File: config.mk
export PLATFORM = sky130hd
export DESIGN_NAME = sensor_reply_frame_parser
export DESIGN_NICKNAME = d
export VERILOG_FILES = /design/src/hdl/srfp_pkg.sv /design/src/hdl/sensor_reply_frame_parser.sv
export VERILOG_INCLUDE_DIRS = /design/src /design/src/hdl
export SDC_FILE = /design/constraint.sdc
export NUM_CORES = 1
export LEC_CHECK = 0
export BUFFER_PORTS_ARGS = -buffer_cell sky130_fd_sc_hd__buf_2
export CAP_MARGIN = 10
export CORE_MARGIN = 8
export CORE_UTILIZATION = 50
export DETAILED_ROUTE_END_ITERATION = 10
export HOLD_SLACK_MARGIN = 0.08
export PLACE_DENSITY_LB_ADDON = 0.05
export RECOVER_POWER = 100
export SLEW_MARGIN = 20
export SYNTH_ARGS = -nofsm -noshare
export SYNTH_HDL_FRONTEND = slang
export SYNTH_SLANG_ARGS = --single-unit
File: constraint.sdc
create_clock -name clk -period 6.61 [get_ports clk]
set_clock_uncertainty 0.1 [all_clocks]
set_input_delay 0.9915 -clock clk [delete_from_list [all_inputs] [get_ports clk]]
set_output_delay 0.9915 -clock clk [all_outputs]
set_load 0.01 [all_outputs]
File: src/hdl/sensor_reply_frame_parser_macros.svh
//------------------------------------------------------------------------------
// sensor reply frame parser assertion macros
// shared concurrent assertion forms for the parser rtl
//------------------------------------------------------------------------------
`ifndef SENSOR_REPLY_FRAME_PARSER_MACROS_SVH
`define SENSOR_REPLY_FRAME_PARSER_MACROS_SVH

// same-cycle implication, checked outside reset
`define SRFP_ASSERT_IMPL(label, clk, rst_n, ante, cons, msg) \
	label: assert property (@(posedge clk) disable iff (!rst_n) (ante) |-> (cons)) \
		else $error(msg);

// next-cycle implication, checked outside reset
`define SRFP_ASSERT_NEXT(label, clk, rst_n, ante, cons, msg) \
	label: assert property (@(posedge clk) disable iff (!rst_n) (ante) |=> (cons)) \
		else $error(msg);

`endif

File: src/hdl/srfp_pkg.sv
//------------------------------------------------------------------------------
// srfp_pkg
// types and constants of the sensor reply frame parser
//------------------------------------------------------------------------------
package srfp_pkg;

	// frame parsing phase
	typedef enum logic [2:0] {
		PH_ADDR = 3'd0,
		PH_FUNC = 3'd1,
		PH_REG  = 3'd2,
		PH_CNT  = 3'd3,
		PH_DATA = 3'd4,
		PH_CSUM = 3'd5
	} phase_t;

	// configuration register indexes
	typedef enum logic [0:0] {
		REG_DEVICE_ADDRESS = 1'b0,
		REG_SENSOR_PORT    = 1'b1
	} cfg_reg_t;

	localparam int          BUFFER_DEPTH_DEFAULT = 16;
	localparam logic [7:0]  FUNC_READ            = 8'h03;
	localparam logic [7:0]  WANT_REG             = 8'h07;
	localparam logic [7:0]  WANT_COUNT           = 8'h07;
	localparam int          RESULT_BYTES         = 7;

endpackage

File: src/hdl/sensor_reply_frame_parser.sv
//------------------------------------------------------------------------------
// sensor_reply_frame_parser
// parses read-reply frames from a port-tagged uart byte stream and emits
// emissivity and three temperatures in hundredths of a degree
//------------------------------------------------------------------------------
//
//  channel  | handshake                  | payload
//  ---------+----------------------------+-------------------------------------
//  in       | in_valid / in_stall        | uart_port, rx_byte
//  out      | out_valid / out_stall      | emissivity, target/ambient/body temp
//  cfg      | cfg_write (no wait)        | cfg_index, cfg_data
//
//  one byte per cycle while out_stall does not hold the parser: a byte is
//  registered at input, then parsed against the frame state, a result lands
//  in the output register; a result passes the input register and then the
//  output register after the checksum byte transaction, and leaves from there
//  out_stall only holds the parser when a result waits and another byte is in
//  the input register; the input then stalls in the same cycle
//  arst_n clears phase, counters, sum, config and valid flags; the data bytes
//  are not cleared (each result reads only bytes of its own frame)
//
`include "sensor_reply_frame_parser_macros.svh"

module sensor_reply_frame_parser #(
	parameter int BUFFER_DEPTH = srfp_pkg::BUFFER_DEPTH_DEFAULT
) (
	input  logic        clk,
	input  logic        arst_n,
	// configuration
	input  logic        cfg_write,
	input  logic [0:0]  cfg_index,
	input  logic [7:0]  cfg_data,
	// byte input
	input  logic        in_valid,
	output logic        in_stall,
	input  logic [3:0]  uart_port,
	input  logic [7:0]  rx_byte,
	// result output
	output logic        out_valid,
	input  logic        out_stall,
	output logic [7:0]  emissivity,
	output logic [15:0] target_temp_centi,
	output logic [15:0] ambient_temp_centi,
	output logic [15:0] body_temp_centi
);

	// counter wide enough to hold the depth itself
	localparam int         CW     = $clog2(BUFFER_DEPTH + 1);
	localparam logic [8:0] DEPTH9 = 9'(BUFFER_DEPTH);

	// configuration registers
	logic [7:0] device_address_q;
	logic [3:0] sensor_port_q;

	// input stage
	logic       valid_s1;
	logic [3:0] port_s1;
	logic [7:0] byte_s1;

	// frame state
	srfp_pkg::phase_t phase_q, phase_d;
	logic [CW-1:0]    data_index_q, data_index_d;
	logic [CW-1:0]    expected_count_q, expected_count_d;
	logic [7:0]       start_reg_q, start_reg_d;
	logic [7:0]       sum_q, sum_d;
	logic [CW-1:0]    index_inc;

	// captured data bytes of the current frame (only the ones a result uses)
	logic [7:0] data_q [srfp_pkg::RESULT_BYTES];

	// output register
	logic        out_valid_q;
	logic [7:0]  emissivity_q;
	logic [15:0] target_q;
	logic [15:0] ambient_q;
	logic [15:0] body_q;

	logic in_fire;
	logic out_free;
	logic advance;
	logic port_hit;
	logic clear;
	logic hit;

	assign out_free = !out_valid_q || !out_stall;
	assign advance  = valid_s1 && out_free;
	assign in_stall = valid_s1 && !out_free;
	assign in_fire  = in_valid && !in_stall;
	assign port_hit = advance && (port_s1 == sensor_port_q);
	assign index_inc = data_index_q + CW'(1);

	// configuration writes
	always_ff @(posedge clk or negedge arst_n) begin
		if (!arst_n) begin
			device_address_q <= '0;
			sensor_port_q    <= '0;
		end else if (cfg_write) begin
			unique case (srfp_pkg::cfg_reg_t'(cfg_index))
				srfp_pkg::REG_DEVICE_ADDRESS: device_address_q <= cfg_data;
				srfp_pkg::REG_SENSOR_PORT:    sensor_port_q    <= cfg_data[3:0];
				default: ;
			endcase
		end
	end

	// input register
	always_ff @(posedge clk or negedge arst_n) begin
		if (!arst_n) begin
			valid_s1 <= 1'b0;
		end else if (in_fire) begin
			valid_s1 <= 1'b1;
		end else if (advance) begin
			valid_s1 <= 1'b0;
		end
	end

	always_ff @(posedge clk) begin
		if (in_fire) begin
			port_s1 <= uart_port;
			byte_s1 <= rx_byte;
		end
	end

	// next frame state and result decision
	always_comb begin
		phase_d          = phase_q;
		data_index_d     = data_index_q;
		expected_count_d = expected_count_q;
		start_reg_d      = start_reg_q;
		sum_d            = sum_q;
		clear            = 1'b0;
		hit              = 1'b0;
		if (port_hit) begin
			unique case (phase_q)
				srfp_pkg::PH_ADDR: begin
					// wrong address byte is simply skipped
					if (byte_s1 == device_address_q) begin
						sum_d   = byte_s1;
						phase_d = srfp_pkg::PH_FUNC;
					end
				end
				srfp_pkg::PH_FUNC: begin
					if (byte_s1 == srfp_pkg::FUNC_READ) begin
						sum_d   = sum_q + byte_s1;
						phase_d = srfp_pkg::PH_REG;
					end else begin
						clear = 1'b1;
					end
				end
				srfp_pkg::PH_REG: begin
					start_reg_d = byte_s1;
					sum_d       = sum_q + byte_s1;
					phase_d     = srfp_pkg::PH_CNT;
				end
				srfp_pkg::PH_CNT: begin
					// count beyond buffer depth drops the frame
					if ({1'b0, byte_s1} > DEPTH9) begin
						clear = 1'b1;
					end else begin
						expected_count_d = CW'(byte_s1);
						sum_d            = sum_q + byte_s1;
						data_index_d     = '0;
						phase_d          = (byte_s1 == 8'd0) ? srfp_pkg::PH_CSUM
						                                     : srfp_pkg::PH_DATA;
					end
				end
				srfp_pkg::PH_DATA: begin
					data_index_d = index_inc;
					sum_d        = sum_q + byte_s1;
					if (index_inc >= expected_count_q) begin
						phase_d = srfp_pkg::PH_CSUM;
					end
				end
				srfp_pkg::PH_CSUM: begin
					hit   = (sum_q == byte_s1) &&
					        (start_reg_q == srfp_pkg::WANT_REG) &&
					        (expected_count_q == CW'(srfp_pkg::WANT_COUNT));
					clear = 1'b1;
				end
				default: begin
					clear = 1'b1;
				end
			endcase
			if (clear) begin
				phase_d          = srfp_pkg::PH_ADDR;
				data_index_d     = '0;
				expected_count_d = '0;
				start_reg_d      = '0;
				sum_d            = '0;
			end
		end
	end

	always_ff @(posedge clk or negedge arst_n) begin
		if (!arst_n) begin
			phase_q          <= srfp_pkg::PH_ADDR;
			data_index_q     <= '0;
			expected_count_q <= '0;
			start_reg_q      <= '0;
			sum_q            <= '0;
		end else begin
			phase_q          <= phase_d;
			data_index_q     <= data_index_d;
			expected_count_q <= expected_count_d;
			start_reg_q      <= start_reg_d;
			sum_q            <= sum_d;
		end
	end

	// data byte capture, each byte register has its own index decode
	always_ff @(posedge clk) begin
		for (int i = 0; i < srfp_pkg::RESULT_BYTES; i++) begin
			if (port_hit && phase_q == srfp_pkg::PH_DATA && data_index_q == CW'(i)) begin
				data_q[i] <= byte_s1;
			end
		end
	end

	// output register: a new result may replace one taken this cycle
	always_ff @(posedge clk or negedge arst_n) begin
		if (!arst_n) begin
			out_valid_q <= 1'b0;
		end else if (hit) begin
			out_valid_q <= 1'b1;
		end else if (!out_stall) begin
			out_valid_q <= 1'b0;
		end
	end

	always_ff @(posedge clk) begin
		if (hit) begin
			emissivity_q <= data_q[0];
			target_q     <= {data_q[1], data_q[2]};
			ambient_q    <= {data_q[3], data_q[4]};
			body_q       <= {data_q[5], data_q[6]};
		end
	end

	assign out_valid          = out_valid_q;
	assign emissivity         = emissivity_q;
	assign target_temp_centi  = target_q;
	assign ambient_temp_centi = ambient_q;
	assign body_temp_centi    = body_q;

	// assertions
	`SRFP_ASSERT_IMPL(a_index_in_count, clk, arst_n, 1'b1, data_index_q <= expected_count_q, "data index beyond expected count")
	`SRFP_ASSERT_IMPL(a_data_count_nonzero, clk, arst_n, phase_q == srfp_pkg::PH_DATA, expected_count_q != '0, "data phase with zero count")
	`SRFP_ASSERT_IMPL(a_addr_phase_clean, clk, arst_n, phase_q == srfp_pkg::PH_ADDR, sum_q == '0 && data_index_q == '0 && expected_count_q == '0, "parser not cleared while waiting for address")
	`SRFP_ASSERT_IMPL(a_result_from_csum, clk, arst_n, $rose(out_valid_q), $past(phase_q) == srfp_pkg::PH_CSUM, "result not caused by a checksum byte")

endmodule
==> out/results.tsv <==
metric	value	unit
status	finished with violations	
violations	capacitance limit, slew limit	
totalWireLength	12500	um
path_cells	nor2_1 -> nand2_1 -> or3_1 -> nor4_1	
postCtsHoldBufs	0	
antenna_found_initial	0	
vias	3633	
slew_violations	44	
rsz0062_at_grt	false	
critical_path_class	flop to flop	
max_slew_margin	-61.1	%
synth_cell_types	48	
final_nets	556	
synthArstFlopShare	25.7	%
p_leak	0.00282	uW
synth_top_family_by_area	simple AND/OR/NAND/NOR gates	
grt_use_total	15.5	%
power_density	305	mW/mm2
cp_max_fo	12	
drc	0	
yosysWarnings	0	
synth_nets	468	
clockRootBuffer	clkbuf_16	
drtPass1Iterations	5	
dieWidth	130	um
avgSynthCellArea	15.4	um2
synthMostInstantiatedCell	edfxtp_1	
clock_path_buffers	2	
critical_path_required	6530	ps
synth_area_leaders	edfxtp_1 (57%), dfrtp_1 (16%), ha_1 (3.1%)	
synth_mux_area_share	2.40	%
seq_area_frac_synth	73.6	%
rows	41	
drive_gt1_share	12.2	%
synth_adder_area_share	3.38	%
synthTopCellsByCount	edfxtp_1 (124), dfrtp_1 (43), o21ai_0 (26)	
post-route-min-period	3260	ps
path_clk_slew	60	ps
place.gp.congestion	0.814	
cp-end-kind	flop	
grt_pass1_vias	3589	
numCtsBuffers	17	
min_path_cells	0	
tritoncts	done	
crit_path_max_incr_delay	1180	ps
fillCellCount	1041	
htreeDepth	4	
dpl.hpwl	8190	um
synth-simple-area-share	7.88	%
grt_pass1_wl	19300	um
cts_resized	0	
timing_worst_slew_pin_value	2420	ps
viasPerCell	5.20	
post-route-period-util	49.3	%
synth_top_area_cell	edfxtp_1	
netlist_area	0.00652	mm2
syn_to_final_growth	15.8	%
tns	0	ps
die_h	130	um
io_buffers	83	
synth_xor_xnor_area_share	2.42	%
post_cts_buffers	0	
maxCapViolCount	2	
clk_latency	420	ps
grt_overflow	0	
synth_compound_area_share	7.59	%
syn_inst	425	
ir_worst_vdd	0.164	mV
startpoint_type	flop	
finalSetupViolations	0	
diodes	0	
hp-class	flop to flop	
ant_nets	0	
ys.flop_type	edfxtp_1	
ios	84	
die_area	0.0170	mm2
grt_max_degree	57	
core_area	0.0127	mm2
fmax	307	MHz
drtIter0Drc	314	
reg2reg_depth	4	
start_util	51.5	%
finalHoldViolations	0	
holdWs	317	ps
netlist.area_leader.share	57.1	%
cts_num_sinks	167	
wl_per_cell	17.9	um
synth_enable_flop_cells	124	
synth_seq_cells	167	
crit_slowest_cell	nor4_1	
cp_data_arrival_time	3180	ps
## logic make-up after synthesis
group	Yosys count
and+or+nand+nor	96
adders and majority gates	17
muxes	14
buffers and inverters	38
DFF	167
xor gates and xnor gates	18
AOI/OAI and AO/OA	75
## cell type report
cell class	instances	area, um2	area share [%]
inverter	23	86.3	1.14
clock inverter	14	156	2.07
multi-input combinational	220	1520	20.2
timing repair buffer	84	345	4.57
sequential	167	4800	63.5
clock buffer	18	429	5.68
tap	172	215	2.85
## cells in the final DEF, fill, tap and decap left out, types with 2 or more instances in the layout
master,n
o31a_1,2
nand3_1,16
dfrtp_1,43
a22oi_1,6
nand3b_1,3
a211oi_1,4
a22o_1,3
nor3_1,8
clkinv_2,3
nand4_1,3
clkbuf_1,63
or3_1,3
and3_1,2
xor2_1,11
inv_1,23
nor2_1,13
edfxtp_1,124
mux2_2,13
nand2_1,20
o2111ai_1,2
a31oi_1,3
nor4_1,5
clkbuf_16,17
o31ai_1,9
buf_2,21
bufinv_16,3
ha_1,16
o21ai_0,26
nor2b_1,4
a21oi_1,10
a21o_1,3
o21a_1,3
and2_0,5
clkinv_1,4
nand2b_1,5
xnor2_1,7
## through the flow
step / instances / setup slack, ps / power, uW / instance area (um2) / utilization, %
after CTS: 698 / 3420 / 2320 / 7660 / 60.5
final: 698 / 3350 / 2300 / 7560 / 59.6
after global routing: 698 / 3090 / 2380 / 7560 / 59.6
after floorplan: 425 / 559 / 1300 / 6520 / -
after global placement: 666 / 3550 / 1350 / 7080 / 55.9
after detailed placement: 666 / 3440 / 1350 / 7080 / 55.9
## sequential cells by signal, summed over array words and instances (netlist names), 4 cells and up
signal,cells
data_q,56
ambient_temp_centi,16
body_temp_centi,16
target_temp_centi,16
byte_s1,8
device_address_q,8
emissivity,8
start_reg_q,8
sum_q,8
data_index_q,5
expected_count_q,5
port_s1,4
sensor_port_q,4
## report_power, final
group,internal (uW),total (uW),switching (uW)
Sequential,1160,1200,43.4
Combinational,55.8,127,71.5
Clock,590,973,383
## worst paths after layout
path | startpoint | end | slack [ps]
max | phase_q[0]$_DFFE_PN0P_ | data_q[5][1]$_DFFE_PP_ | 3350
min | data_q[3][4]$_DFFE_PP_ | ambient_temp_centi[12]$_DFFE_PP_ | 320
max reg2reg | phase_q[0]$_DFFE_PN0P_ | data_q[5][1]$_DFFE_PP_ | 3350
min reg2reg | data_q[3][4]$_DFFE_PP_ | ambient_temp_centi[12]$_DFFE_PP_ | 320
max in group asynchronous | arst_n | data_index_q[3]$_DFFE_PN0P_ | 3830
min in group asynchronous | arst_n | sum_q[4]$_DFFE_PN0P_ | 1210
## metal layers
metal | track usage, % | part of all wire [%] | routed length [um]
met1 | 18.6 | 43 | 5390
met2 | 25.2 | 49 | 6070
met3 | 4.53 | 6.5 | 812
met4 | 7.72 | 1.8 | 225
met5 | 0 | 0 | 0
## critical path, delay by kind of cell (launching register included)
family | cells | cell delay (ps)
and+or+nand+nor | 4 | 2260
DFF | 1 | 490
Note: power is estimated with default switching activity, not from simulation.
